--- config.mk ---
export PLATFORM = sky130hd
export DESIGN_NAME = rainbow_pixel_pattern_generator_flat
export DESIGN_NICKNAME = d
export VERILOG_FILES = /design/src/sv/rppg_pkg.sv /design/src/sv/rppg_req_if.sv /design/src/sv/rppg_pix_if.sv /design/src/sv/rainbow_pixel_pattern_generator.sv /design/src/sv/rppg_ctrl.sv /design/src/sv/rppg_datapath.sv /design/src/flat_wrapper.sv
export SDC_FILE = /design/constraint.sdc
export NUM_CORES = 1
export LEC_CHECK = 0
export ABC_AREA = 1
export BUFFER_PORTS_ARGS = -buffer_cell sky130_fd_sc_hd__buf_4
export CAP_MARGIN = 5
export CORE_UTILIZATION = 30
export DETAILED_ROUTE_END_ITERATION = 7
export GPL_TIMING_DRIVEN = 0
export MAX_ROUTING_LAYER = met4
export PLACE_DENSITY_LB_ADDON = 0.08
export SLEW_MARGIN = 0
export SYNTH_ARGS = -nofsm -noshare
export SYNTH_HDL_FRONTEND = slang
export SYNTH_SLANG_ARGS = --single-unit
--- constraint.sdc ---
create_clock -name i_clk -period 4.35 [get_ports i_clk]
set_input_delay 0 -clock i_clk [delete_from_list [all_inputs] [get_ports i_clk]]
set_output_delay 0 -clock i_clk [all_outputs]
set_load 0.1 [all_outputs]
--- src/sv/rppg_pkg.sv ---
`timescale 1ns / 1ps
// shared types, constants and the color wheel function of the rainbow generator
// no dependencies

package rppg_pkg;

    localparam int CFG_IDX_W   = 1;
    localparam int CFG_DATA_W  = 7;
    localparam int CNT_W       = 7;   // pixel count, holds the full ring size
    localparam int IDX_W       = 6;   // pixel index
    localparam int FRAME_W     = 11;
    localparam int COLOR_W     = 8;
    localparam int DIV_STEPS   = 8;
    localparam int DIV_CNT_W   = 3;

    localparam logic [CFG_IDX_W-1:0] CFG_NUM_PIXELS = 1'd0;
    localparam logic [CFG_IDX_W-1:0] CFG_SPREAD     = 1'd1;

    localparam logic [CNT_W-1:0] NUM_PIXELS_RESET = 7'd64;

    localparam logic [FRAME_W-1:0] RUN_PLAIN_LAST  = FRAME_W'(256 - 1);
    localparam logic [FRAME_W-1:0] RUN_SPREAD_LAST = FRAME_W'(256 * 5 - 1);

    localparam logic [COLOR_W-1:0] SEG_ONE  = 8'd85;
    localparam logic [COLOR_W-1:0] SEG_TWO  = 8'd170;
    localparam logic [COLOR_W-1:0] FULL_ON  = 8'd255;

    typedef enum logic [1:0] {
        ST_IDLE,
        ST_DIV,
        ST_LOAD
    } t_state;

    typedef struct packed {
        logic start;     // take a request, set up the frame
        logic div_step;  // one quotient bit
        logic load;      // write the pixel into the output register
        logic advance;   // move to the next pixel
        logic finish;    // update the frame counter
    } t_cmd;

    typedef struct packed {
        logic spread_cfg;  // configured mode, used when a request is taken
        logic spread;      // mode latched for the frame in progress
        logic div_last;
        logic out_free;
        logic pix_last;
    } t_status;

    typedef struct packed {
        logic [COLOR_W-1:0] red;
        logic [COLOR_W-1:0] green;
        logic [COLOR_W-1:0] blue;
    } t_rgb;

    function automatic t_rgb color_wheel(input logic [COLOR_W-1:0] hue);
        t_rgb               c;
        logic [COLOR_W-1:0] p;
        logic [COLOR_W:0]   p3;
        p = FULL_ON - hue;
        if (p < SEG_ONE) begin
            // first segment, p itself
        end else if (p < SEG_TWO) begin
            p = p - SEG_ONE;
        end else begin
            p = p - SEG_TWO;
        end
        p3 = {p, 1'b0} + {1'b0, p};
        if (FULL_ON - hue < SEG_ONE) begin
            c.red   = FULL_ON - p3[COLOR_W-1:0];
            c.green = '0;
            c.blue  = p3[COLOR_W-1:0];
        end else if (FULL_ON - hue < SEG_TWO) begin
            c.red   = '0;
            c.green = p3[COLOR_W-1:0];
            c.blue  = FULL_ON - p3[COLOR_W-1:0];
        end else begin
            c.red   = p3[COLOR_W-1:0];
            c.green = FULL_ON - p3[COLOR_W-1:0];
            c.blue  = '0;
        end
        return c;
    endfunction

endpackage

--- src/sv/rppg_req_if.sv ---
`timescale 1ns / 1ps
// frame request channel: valid, ready and the restart flag
// no dependencies

interface rppg_req_if;
    logic valid;
    logic ready;
    logic restart;

    modport source (output valid, output restart, input ready);
    modport sink   (input valid, input restart, output ready);
endinterface

--- src/sv/rppg_pix_if.sv ---
`timescale 1ns / 1ps
// pixel result channel: valid, ready and one pixel color with its flags
// no dependencies

interface rppg_pix_if;
    logic       valid;
    logic       ready;
    logic [5:0] pixel_index;
    logic [7:0] red;
    logic [7:0] green;
    logic [7:0] blue;
    logic       last_pixel;
    logic       run_done;

    modport source (output valid, output pixel_index, output red, output green,
                    output blue, output last_pixel, output run_done, input ready);
    modport sink   (input valid, input pixel_index, input red, input green,
                    input blue, input last_pixel, input run_done, output ready);
endinterface

--- src/sv/rainbow_pixel_pattern_generator.sv ---
`timescale 1ns / 1ps
// Rainbow color-wheel generator for an LED ring. Each request on i_req is one
// frame and yields one pixel result per pixel in use on o_pix, in pixel order,
// the last one flagged last_pixel; every pixel of the final frame of a run
// carries run_done. In spread mode the hue of each pixel is formed by a serial
// divider that yields one quotient bit per cycle; a stall on o_pix holds each
// pixel until the output register is free.
// The next request is taken once the last pixel is in the output register.
// Config writes go through i_cfg_we / i_cfg_idx / i_cfg_data: index 0 is the
// pixel count, index 1 the spread mode; write them between frames only.

module rainbow_pixel_pattern_generator #(
    parameter int MAX_PIXELS = 64
) (
    input  logic                            i_clk,
    input  logic                            i_rst_n,
    input  logic                            i_cfg_we,
    input  logic [rppg_pkg::CFG_IDX_W-1:0]  i_cfg_idx,
    input  logic [rppg_pkg::CFG_DATA_W-1:0] i_cfg_data,
    rppg_req_if.sink                        i_req,
    rppg_pix_if.source                      o_pix
);

    rppg_pkg::t_cmd    cmd;
    rppg_pkg::t_status status;

    rppg_ctrl u_ctrl (
        .i_clk       (i_clk),
        .i_rst_n     (i_rst_n),
        .i_req_valid (i_req.valid),
        .o_req_ready (i_req.ready),
        .i_status    (status),
        .o_cmd       (cmd)
    );

    rppg_datapath #(
        .MAX_PIXELS (MAX_PIXELS)
    ) u_datapath (
        .i_clk         (i_clk),
        .i_rst_n       (i_rst_n),
        .i_cfg_we      (i_cfg_we),
        .i_cfg_idx     (i_cfg_idx),
        .i_cfg_data    (i_cfg_data),
        .i_restart     (i_req.restart),
        .i_cmd         (cmd),
        .o_status      (status),
        .i_pix_ready   (o_pix.ready),
        .o_pix_valid   (o_pix.valid),
        .o_pixel_index (o_pix.pixel_index),
        .o_red         (o_pix.red),
        .o_green       (o_pix.green),
        .o_blue        (o_pix.blue),
        .o_last_pixel  (o_pix.last_pixel),
        .o_run_done    (o_pix.run_done)
    );

endmodule

--- src/sv/rppg_ctrl.sv ---
`timescale 1ns / 1ps
// controller state machine of the rainbow generator
// depends on rppg_pkg

module rppg_ctrl (
    input  logic              i_clk,
    input  logic              i_rst_n,
    input  logic              i_req_valid,
    output logic              o_req_ready,
    input  rppg_pkg::t_status i_status,
    output rppg_pkg::t_cmd    o_cmd
);

    rppg_pkg::t_state r_state;
    rppg_pkg::t_state n_state;

    always_ff @(posedge i_clk) begin
        if (!i_rst_n) begin
            r_state <= rppg_pkg::ST_IDLE;
        end else begin
            r_state <= n_state;
        end
    end

    always_comb begin
        n_state     = r_state;
        o_cmd       = '0;
        o_req_ready = 1'b0;
        unique case (r_state)
            rppg_pkg::ST_IDLE: begin
                o_req_ready = 1'b1;
                if (i_req_valid) begin
                    o_cmd.start = 1'b1;
                    n_state = i_status.spread_cfg ? rppg_pkg::ST_DIV : rppg_pkg::ST_LOAD;
                end
            end
            rppg_pkg::ST_DIV: begin
                o_cmd.div_step = 1'b1;
                if (i_status.div_last) begin
                    n_state = rppg_pkg::ST_LOAD;
                end
            end
            rppg_pkg::ST_LOAD: begin
                if (i_status.out_free) begin
                    o_cmd.load = 1'b1;
                    if (i_status.pix_last) begin
                        o_cmd.finish = 1'b1;
                        n_state = rppg_pkg::ST_IDLE;
                    end else begin
                        o_cmd.advance = 1'b1;
                        n_state = i_status.spread ? rppg_pkg::ST_DIV : rppg_pkg::ST_LOAD;
                    end
                end
            end
            default: begin
                n_state = rppg_pkg::ST_IDLE;
            end
        endcase
    end

endmodule

--- src/sv/rppg_datapath.sv ---
`timescale 1ns / 1ps
// datapath: config registers, frame counter, pixel counter, serial divider,
// color wheel and the output register; depends on rppg_pkg

module rppg_datapath #(
    parameter int MAX_PIXELS = 64
) (
    input  logic                             i_clk,
    input  logic                             i_rst_n,
    input  logic                             i_cfg_we,
    input  logic [rppg_pkg::CFG_IDX_W-1:0]   i_cfg_idx,
    input  logic [rppg_pkg::CFG_DATA_W-1:0]  i_cfg_data,
    input  logic                             i_restart,
    input  rppg_pkg::t_cmd                   i_cmd,
    output rppg_pkg::t_status                o_status,
    input  logic                             i_pix_ready,
    output logic                             o_pix_valid,
    output logic [rppg_pkg::IDX_W-1:0]       o_pixel_index,
    output logic [rppg_pkg::COLOR_W-1:0]     o_red,
    output logic [rppg_pkg::COLOR_W-1:0]     o_green,
    output logic [rppg_pkg::COLOR_W-1:0]     o_blue,
    output logic                             o_last_pixel,
    output logic                             o_run_done
);

    localparam logic [rppg_pkg::CNT_W-1:0] MaxCnt = rppg_pkg::CNT_W'(MAX_PIXELS);

    logic [rppg_pkg::CNT_W-1:0]     r_cfg_num;
    logic                           r_cfg_spread;
    logic [rppg_pkg::FRAME_W-1:0]   r_frame;
    logic [rppg_pkg::CNT_W-1:0]     r_n;
    logic                           r_spread;
    logic                           r_done;
    logic [rppg_pkg::IDX_W-1:0]     r_pix;
    logic [rppg_pkg::IDX_W-1:0]     r_rem;
    logic [rppg_pkg::COLOR_W-1:0]   r_q;
    logic [rppg_pkg::DIV_CNT_W-1:0] r_div_cnt;
    logic                           r_out_valid;
    logic [rppg_pkg::IDX_W-1:0]     r_out_idx;
    rppg_pkg::t_rgb                 r_out_rgb;
    logic                           r_out_last;
    logic                           r_out_done;

    logic [rppg_pkg::CNT_W-1:0]     n_clamp;
    logic [rppg_pkg::FRAME_W-1:0]   n_frame_start;
    logic                           n_done_start;
    logic [rppg_pkg::IDX_W:0]       rem2;
    logic                           div_ge;
    logic [rppg_pkg::IDX_W:0]       rem_sub;
    logic [rppg_pkg::IDX_W-1:0]     pix_next;
    logic                           pix_last;
    logic [rppg_pkg::COLOR_W-1:0]   hue_base;
    logic [rppg_pkg::COLOR_W-1:0]   hue;
    logic                           out_free;

    // a count of zero acts as one, above the ring size it saturates
    always_comb begin
        priority if (r_cfg_num == '0) begin
            n_clamp = rppg_pkg::CNT_W'(1);
        end else if (r_cfg_num > MaxCnt) begin
            n_clamp = MaxCnt;
        end else begin
            n_clamp = r_cfg_num;
        end
    end

    assign n_frame_start = i_restart ? '0 : r_frame;
    assign n_done_start  = r_cfg_spread ? (n_frame_start >= rppg_pkg::RUN_SPREAD_LAST)
                                        : (n_frame_start >= rppg_pkg::RUN_PLAIN_LAST);

    // restoring divide of pix*256 by n, quotient fits in 8 bits since pix < n
    assign rem2    = {r_rem, 1'b0};
    assign div_ge  = rem2 >= r_n;
    assign rem_sub = rem2 - r_n;

    assign pix_next = r_pix + rppg_pkg::IDX_W'(1);
    assign pix_last = ({1'b0, r_pix} == (r_n - rppg_pkg::CNT_W'(1)));

    assign hue_base = r_spread ? r_q : {{(rppg_pkg::COLOR_W-rppg_pkg::IDX_W){1'b0}}, r_pix};
    assign hue      = hue_base + r_frame[rppg_pkg::COLOR_W-1:0];

    assign out_free = !r_out_valid || i_pix_ready;

    always_ff @(posedge i_clk) begin
        if (!i_rst_n) begin
            r_cfg_num    <= rppg_pkg::NUM_PIXELS_RESET;
            r_cfg_spread <= 1'b0;
            r_frame      <= '0;
            r_out_valid  <= 1'b0;
        end else begin
            if (i_cfg_we) begin
                unique case (i_cfg_idx)
                    rppg_pkg::CFG_NUM_PIXELS: r_cfg_num    <= i_cfg_data;
                    rppg_pkg::CFG_SPREAD:     r_cfg_spread <= i_cfg_data[0];
                    default: begin
                    end
                endcase
            end
            if (i_cmd.start) begin
                r_frame <= n_frame_start;
            end else if (i_cmd.finish) begin
                r_frame <= r_done ? '0 : r_frame + rppg_pkg::FRAME_W'(1);
            end
            if (i_cmd.load) begin
                r_out_valid <= 1'b1;
            end else if (i_pix_ready) begin
                r_out_valid <= 1'b0;
            end
        end
    end

    always_ff @(posedge i_clk) begin
        if (i_cmd.start) begin
            r_n       <= n_clamp;
            r_spread  <= r_cfg_spread;
            r_done    <= n_done_start;
            r_pix     <= '0;
            r_rem     <= '0;
            r_q       <= '0;
            r_div_cnt <= '0;
        end else if (i_cmd.advance) begin
            r_pix     <= pix_next;
            r_rem     <= pix_next;
            r_q       <= '0;
            r_div_cnt <= '0;
        end else if (i_cmd.div_step) begin
            r_rem     <= div_ge ? rem_sub[rppg_pkg::IDX_W-1:0] : rem2[rppg_pkg::IDX_W-1:0];
            r_q       <= {r_q[rppg_pkg::COLOR_W-2:0], div_ge};
            r_div_cnt <= r_div_cnt + rppg_pkg::DIV_CNT_W'(1);
        end
        if (i_cmd.load) begin
            r_out_idx  <= r_pix;
            r_out_rgb  <= rppg_pkg::color_wheel(hue);
            r_out_last <= pix_last;
            r_out_done <= r_done;
        end
    end

    assign o_status.spread_cfg = r_cfg_spread;
    assign o_status.spread     = r_spread;
    assign o_status.div_last   = (r_div_cnt == rppg_pkg::DIV_CNT_W'(rppg_pkg::DIV_STEPS - 1));
    assign o_status.out_free   = out_free;
    assign o_status.pix_last   = pix_last;

    assign o_pix_valid   = r_out_valid;
    assign o_pixel_index = r_out_idx;
    assign o_red         = r_out_rgb.red;
    assign o_green       = r_out_rgb.green;
    assign o_blue        = r_out_rgb.blue;
    assign o_last_pixel  = r_out_last;
    assign o_run_done    = r_out_done;

endmodule

--- src/flat_wrapper.sv ---
// flat-port wrapper written by rule: the top's interface ports become plain ports
module rainbow_pixel_pattern_generator_flat 
#(
    parameter int MAX_PIXELS = 64
)
  (i_clk, i_rst_n, i_cfg_we, i_cfg_idx, i_cfg_data, i_req_valid, i_req_restart, i_req_ready, o_pix_valid, o_pix_pixel_index, o_pix_red, o_pix_green, o_pix_blue, o_pix_last_pixel, o_pix_run_done, o_pix_ready);
  rppg_req_if i_req_i ();
  rppg_pix_if o_pix_i ();
  input  logic i_clk;
  input  logic i_rst_n;
  input  logic i_cfg_we;
  input  logic [rppg_pkg::CFG_IDX_W-1:0] i_cfg_idx;
  input  logic [rppg_pkg::CFG_DATA_W-1:0] i_cfg_data;
  input wire logic [$bits(i_req_i.valid)-1:0] i_req_valid;
  input wire logic [$bits(i_req_i.restart)-1:0] i_req_restart;
  output wire logic [$bits(i_req_i.ready)-1:0] i_req_ready;
  output wire logic [$bits(o_pix_i.valid)-1:0] o_pix_valid;
  output wire logic [$bits(o_pix_i.pixel_index)-1:0] o_pix_pixel_index;
  output wire logic [$bits(o_pix_i.red)-1:0] o_pix_red;
  output wire logic [$bits(o_pix_i.green)-1:0] o_pix_green;
  output wire logic [$bits(o_pix_i.blue)-1:0] o_pix_blue;
  output wire logic [$bits(o_pix_i.last_pixel)-1:0] o_pix_last_pixel;
  output wire logic [$bits(o_pix_i.run_done)-1:0] o_pix_run_done;
  input wire logic [$bits(o_pix_i.ready)-1:0] o_pix_ready;
  assign i_req_i.valid = i_req_valid;
  assign i_req_i.restart = i_req_restart;
  assign i_req_ready = i_req_i.ready;
  assign o_pix_valid = o_pix_i.valid;
  assign o_pix_pixel_index = o_pix_i.pixel_index;
  assign o_pix_red = o_pix_i.red;
  assign o_pix_green = o_pix_i.green;
  assign o_pix_blue = o_pix_i.blue;
  assign o_pix_last_pixel = o_pix_i.last_pixel;
  assign o_pix_run_done = o_pix_i.run_done;
  assign o_pix_i.ready = o_pix_ready;
  rainbow_pixel_pattern_generator #(.MAX_PIXELS(MAX_PIXELS)) u_core (.i_clk(i_clk), .i_rst_n(i_rst_n), .i_cfg_we(i_cfg_we), .i_cfg_idx(i_cfg_idx), .i_cfg_data(i_cfg_data), .i_req(i_req_i), .o_pix(o_pix_i));
endmodule
==> results of run 1 <==
## cells by family after synthesis
kind of cell,Yosys count
adders and majority gates,33
AOI/OAI and AO/OA,130
buffers and inverters,120
and+or+nand+nor,290
xor gates and xnor gates,24
DFF,86
## flip-flops by register name, summed over array words and instances (netlist names), 3 cells and up
| signal | count |
|---|---|
| u_core.u_datapath.o_blue | 8 |
| u_core.u_datapath.r_q | 8 |
| u_core.u_datapath.r_n | 7 |
| u_core.u_datapath.r_cfg_num | 7 |
| u_core.u_datapath.r_rem | 6 |
| u_core.u_datapath.r_pix | 6 |
| u_core.u_datapath.o_green | 8 |
| u_core.u_datapath.o_red | 8 |
| u_core.u_datapath.o_pixel_index | 6 |
| u_core.u_datapath.r_frame | 11 |
| u_core.u_datapath.r_div_cnt | 3 |
## layer usage
| metal | up-vias | track usage |
|---|---|---|
| li1 | 2465 | - |
| met1 | 2146 | 0.1904 |
| met2 | 72 | 0.2467 |
| met3 | 9 | 0.02177 |
| met4 | 0 | 0.05243 |
| met5 | - | - |
## synthesized netlist by cell type (7+ instances only)
cell	n	area (µm²)
clkbuf_1	10	37.54
edfxtp_1	41	1231
dfxtp_1	45	900.9
ha_1	30	375.4
nand2_2	17	106.4
o21ai_0	45	225.2
nand4_1	8	50.05
a21oi_1	44	220.2
o21ai_1	7	35.03
nand2_1	158	593.1
xor2_1	16	140.1
a211oi_1	10	75.07
nor2_1	43	161.4
xnor2_1	7	61.31
nand3_1	36	180.2
inv_1	97	364.1
## cell type report
type	instances	area share
multi-input combinational	477	0.4290
clock buffer	10	0.03400
tap	225	0.04005
timing repair buffer	93	0.1061
buffer	16	0.02100
sequential	86	0.3035
clock inverter	6	0.009612
inverter	104	0.05678
## worst paths after layout
kind / start / end / slack, ns / cells past startpoint
worst max register to register: u_core.u_datapath.r_spread / u_core.u_datapath.o_green[7] / 0.15 / 26
worst max-delay path: u_core.u_datapath.r_spread / u_core.u_datapath.o_green[7] / 0.15 / 26
worst min-delay path: i_cfg_idx / u_core.u_datapath.r_cfg_num[0] / 0.01 / 4
worst min register to register: u_core.u_datapath.r_done / u_core.u_datapath.o_run_done / 0.45 / 0
## worst register-to-register path: stages, from the launching register on
cell and delay (ns):
edfxtp_1 0.47, buf_6 0.18, o21ai_4 0.15, ha_4 0.15, fa_2 0.47, ha_4 0.19
or2_4 0.25, nand2_2 0.07, nand2_1 0.06, nand2_2 0.08, nand2_2 0.06, nand2_4 0.10
inv_6 0.06, buf_8 0.11, a21oi_2 0.11, o21ai_2 0.08, xor2_2 0.15, buf_4 0.15
ha_4 0.25, nand2_2 0.08, nor2_1 0.05, a211oi_2 0.28, nand2_2 0.11, nand2_4 0.11
nand3_1 0.10, nand2_2 0.07, inv_1 0.04
## what timing repair did
item	4_1_cts	5_1_grt
pin swaps	9	35
hold endpoints to repair	11	0
gates resized for setup	25	71
setup buffers	9	23
hold buffers	13	0
setup endpoints to repair	18	17
## stage by stage
stage,util,instance area [µm²],worst slack (ns)
final,0.4064,7029,0.1521
after global routing,0.4064,7029,-0.05470
after CTS,0.3794,6563,0.006243
after detailed placement,0.3456,5977,-0.6278
after global placement,0.3443,5956,-0.6649
after floorplan,-,5321,0.03429
==> results by group, run 1 <==
Run status
  – Status: finished, final reports clean

Synth
  – Post-Synth Adder-Cell Area: 0.08192
  – Yosys warnings: 0
  – Post-synth EDFFs: 41
  – Synthesized cell area: 5315 µm²
  – Register bit count reported by yosys: between 80 and 90
  – Syn_nets: 730
  – Synth Area in Simple Gates: 0.2467
  – Compound-Gate Fraction of Synth Area: 0.1396
  – Mux share of post-synthesis cell area: 0
  – Yosys cell types: 43
  – Predominant post-synthesis flop cell: dfxtp_1
  – XOR/XNOR share of the synthesized area: 0.04096
  – Post-synth ARST share: 0
  – Synth Area per Inst: 7.782 µm²
  – Sequential-to-total area share from yosys stat: 0.4011
  – Mapped Cells: 683
  – Largest family of logic cells by synthesized area: simple AND/OR/NAND/NOR gates

Routing
  – Routed vias: roughly 4700
  – Top sig layer: met4
  – WL per Instance: between 10 and 15 µm
  – Initial DRC Count: 186
  – Drt first pass iters: 4
  – Via-per-instance ratio: about 4.6
  – Wl on met1: 6360 µm
  – DRC viols: 0
  – Met3 WL: 392 µm
  – Drt total wl: around 13000 µm
  – Post-route ant nets: 0
  – Met2 WL: 6225 µm

STA
  – Fmax: 0.2382 GHz
  – Max Clock Skew: 0.007591 ns
  – Min Hold Slack: 0.009921 ns
  – Slew HR: 0.1996
  – Final hold viol count: 0
  – Period utilisation layout: 0.9650
  – TNS Setup: 0 ns
  – Min Clock Period, post-route: about 4.2 ns
  – Worst-margin pin slew: 1.196 ns
  – Final setup violating endpoints: 0
  – Slew Viols, Final: 0

Placed design
  – Placed cells: 956
  – I/O Buffers: 47
  – RePlAce Congestion: just over 0.8
  – Detail Placement HPWL: slightly below 10000 µm

Finish
  – Final Non-Filler Cells: just over 1000
  – Commonest non-fill, non-tap cell in the layout: nand2_1
  – Antenna Cells: 0
  – Multi-input gate area: 3015 µm²
  – Layout cells sized above 1: 0.2462
  – Storage element area: 2133 µm²
  – Most frequent cells in the layout: nand2_1 (148), inv_1 (93), buf_4 (77)
  – # fillers: approximately 1800
  – Nets: roughly 830
  – Syn-to-layout area delta: 32.25%

Floorplanning
  – Initial core utilization: 0.3073
  – Num ports: 48
  – Chip height: roughly 140 µm
  – Core area: about 17000 µm²
  – Die X: 135.1 µm
  – Die Footprint: 18250 µm²
  – # rows: 48

Critical path
  – Most frequent CP cell: nand2_2
  – Slowest cell on the critical path: edfxtp_1
  – Crit path capture type: flop
  – Worst Path Arrival: 4.30 ns
  – Cell family with most CP delay: simple AND/OR/NAND/NOR gates
  – Setup Crit Path Kind: flop to flop
  – Required time of the critical path: 4.45 ns
  – CP peak stage delay: 0.47 ns
  – Startpoint types: flop
  – Buf/Inv on CP: 5
  – Critical path fanouts, max: 6

Clock network
  – CTS max path bufs: 2
  – CTS tree: built
  – Register clock-pin slew on the reported worst setup and hold paths: 0.06 ns
  – Worst skew pair latency: 0.34 ns
  – Clk sinks: 86
  – H-tree levels: 3
  – CTS Buf Count: 9
  – Root Buffer Master: clkbuf_16

GRT
  – Total gr overflow: 0
  – Vias in the first global route: 4323
  – Initial antenna violation count: 0
  – Global-route wire length before repair: 20990 µm
  – Tot GR Track Use: 0.1512
  – Largest net degree at the start of global routing: 24

Job
  – Max-cap viol count: 0

Min path
  – Worst min path class: input port to flop
Power of run 1 is left out: the tool's default activity adds up to more than one toggle a clock period on the data nets, which glitch-free logic cannot reach.
==> inputs of run 2 (changes only) <==
--- a/config.mk
+++ b/config.mk
@@ -6,10 +6,10 @@
 export NUM_CORES = 1
 export LEC_CHECK = 0
 export ABC_AREA = 1
-export BUFFER_PORTS_ARGS = -buffer_cell sky130_fd_sc_hd__buf_4
 export CAP_MARGIN = 5
 export CORE_UTILIZATION = 30
 export DETAILED_ROUTE_END_ITERATION = 7
+export DONT_BUFFER_PORTS = 1
 export GPL_TIMING_DRIVEN = 0
 export MAX_ROUTING_LAYER = met4
 export PLACE_DENSITY_LB_ADDON = 0.08
==> run 2 against run 1 <==
Maximum frequency up 0.36%; register-to-register slack better by 0.02 ns; routed wire length up 1.5%; die area unchanged; largest cell class unchanged.
==> results by group, run 2 (same netlist as run 1, synthesis figures left out) <==
Finish
  – Most frequent cells in the layout: nand2_1 (147), inv_1 (95), dfxtp_1 (44)
  – Antenna Cells: 0
  – Biggest register: u_core.u_datapath.r_frame
  – Commonest non-fill, non-tap cell in the layout: nand2_1
  – Nets: 794
  – Syn-to-layout area delta: 25.82%
  – Final Util: 0.3866
  – # fillers: 1779
  – Largest register FFs: 11
  – Layout cells sized above 1: 0.1848
  – Final Non-Filler Cells: 977

Clock network
  – Register clock-pin slew on the reported worst setup and hold paths: 0.06 ns
  – H-tree levels: 3
  – CTS Buf Count: 9
  – CTS tree: built
  – CTS max path bufs: 2
  – Root Buffer Master: clkbuf_16
  – Worst skew pair latency: 0.34 ns
  – Clk sinks: 86

Critical path
  – Worst Path Arrival: 4.28 ns
  – Setup Crit Path Kind: flop to flop
  – Crit path capture type: flop
  – Required time of the critical path: 4.45 ns
  – Critical path fanouts, max: 8
  – Startpoint types: flop
  – R2r worst-path depth: 26

STA
  – Slew Viols, Final: 0
  – RSZ-0062 raised after global routing: yes
  – Period utilisation layout: 0.9615
  – Final setup violating endpoints: 0
  – Fmax: 0.2391 GHz
  – Max Clock Skew: 0.008721 ns
  – Slew HR: 0.3576
  – Min Hold Slack: 0.04224 ns
  – Final hold viol count: 0
  – Min Clock Period, post-route: roughly 4.2 ns
  – Worst-margin pin slew: 0.9623 ns
  – Final worst setup slack: approximately 0.17 ns

Min path
  – Worst min path class: input port to flop
  – Cells on Worst Hold Path: 3

Job
  – Max-cap viol count: 0

GRT
  – Total gr overflow: 0
  – Vias in the first global route: 4469
  – Tot GR Track Use: 0.1576
  – Initial antenna violation count: 0
  – Global-route wire length before repair: 21810 µm
  – Largest net degree at the start of global routing: 18

Routing
  – Routed vias: between 4000 and 5000
  – WL per Instance: about 14 µm
  – Drt total wl: roughly 13000 µm
  – Via-per-instance ratio: approximately 4.7
  – Initial DRC Count: 188
  – Post-route ant nets: 0
  – DRC viols: 0
  – Drt first pass iters: 5

Placed design
  – I/O Buffers: 0
  – RePlAce Congestion: 0.7754
  – Detail Placement HPWL: 9831 µm
  – Pre-CTS setup slack: -0.6523 ns
  – Placed cells: ~900

Floorplanning
  – Core area: 17300 µm²
  – Chip height: between 100 and 150 µm
  – Die Footprint: between 15000 and 20000 µm²
  – Die X: around 140 µm
  – Initial core utilization: 0.3073
  – # rows: 48
  – Num ports: 48

Run status
  – Status: finished, final reports clean
-- run 2: final timing paths --
kind | startpoint | endpoint | slack, ns
max reg2reg | u_core.u_datapath.r_spread | u_core.u_datapath.o_green[7] | 0.17
min | i_rst_n | u_core.u_datapath.r_frame[0] | 0.04
min reg2reg | u_core.u_datapath.r_done | u_core.u_datapath.o_run_done | 0.46
max | u_core.u_datapath.r_spread | u_core.u_datapath.o_green[7] | 0.17
-- run 2: cell type report --
class / count / area [µm²] / share of cell area
clock inverters: 4 / 28.78 / 0.004303
well taps: 225 / 281.5 / 0.04210
clock buffers: 12 / 267.8 / 0.04004
multi-input cells: 477 / 2909 / 0.4350
repair buffers: 53 / 534.3 / 0.07989
flip-flops and latches: 86 / 2133 / 0.3190
inverters: 104 / 399.1 / 0.05968
plain buffers: 16 / 133.9 / 0.02002
-- run 2: per-stage QoR --
stage          cell area, µm²   TNS [ns]
6_report                 6688          0
5_1_grt                  6688    -0.7013
4_1_cts                  6316  -0.007835
3_5_place_dp             5685     -8.284
3_3_place_gp             5603     -10.61
2_1_floorplan            5321          0
-- run 2: metal layers --
metal | GRT usage | up-vias | routed length [µm]
met5 | - | - | 0
met4 | 0.05493 | 0 | 237
met3 | 0.03453 | 17 | 464
met2 | 0.2573 | 90 | 6229
met1 | 0.1908 | 2109 | 6377
li1 | - | 2381 | -
-- run 2: timing repair --
action / 4_1_cts / 5_1_grt
hold buffers: 19 / 1
cloned: 0 / 2
hold endpoints to repair: 13 / 1
pin swaps: 10 / 26
setup endpoints to repair: 20 / 17
gates resized for setup: 28 / 50
buffers inserted: 8 / 18
-- run 2: worst max-delay path, cell delays in order, from the launching register on --
cell	delay, ns
edfxtp_1	0.49
buf_6	0.17
o21ai_4	0.13
ha_2	0.19
fa_2	0.48
ha_4	0.18
or2_4	0.23
nand2_1	0.06
nand2_1	0.06
nand2_2	0.08
nand2_2	0.07
nand2_4	0.12
buf_8	0.15
buf_8	0.13
o22ai_2	0.08
inv_1	0.10
ha_2	0.18
inv_1	0.05
fa_2	0.39
nor2_4	0.12
nand3_2	0.09
nand2_1	0.08
nand2_2	0.07
nand3_1	0.07
nand2_1	0.05
nand2_1	0.07
inv_1	0.04
Power of run 2 is left out for the same reason.
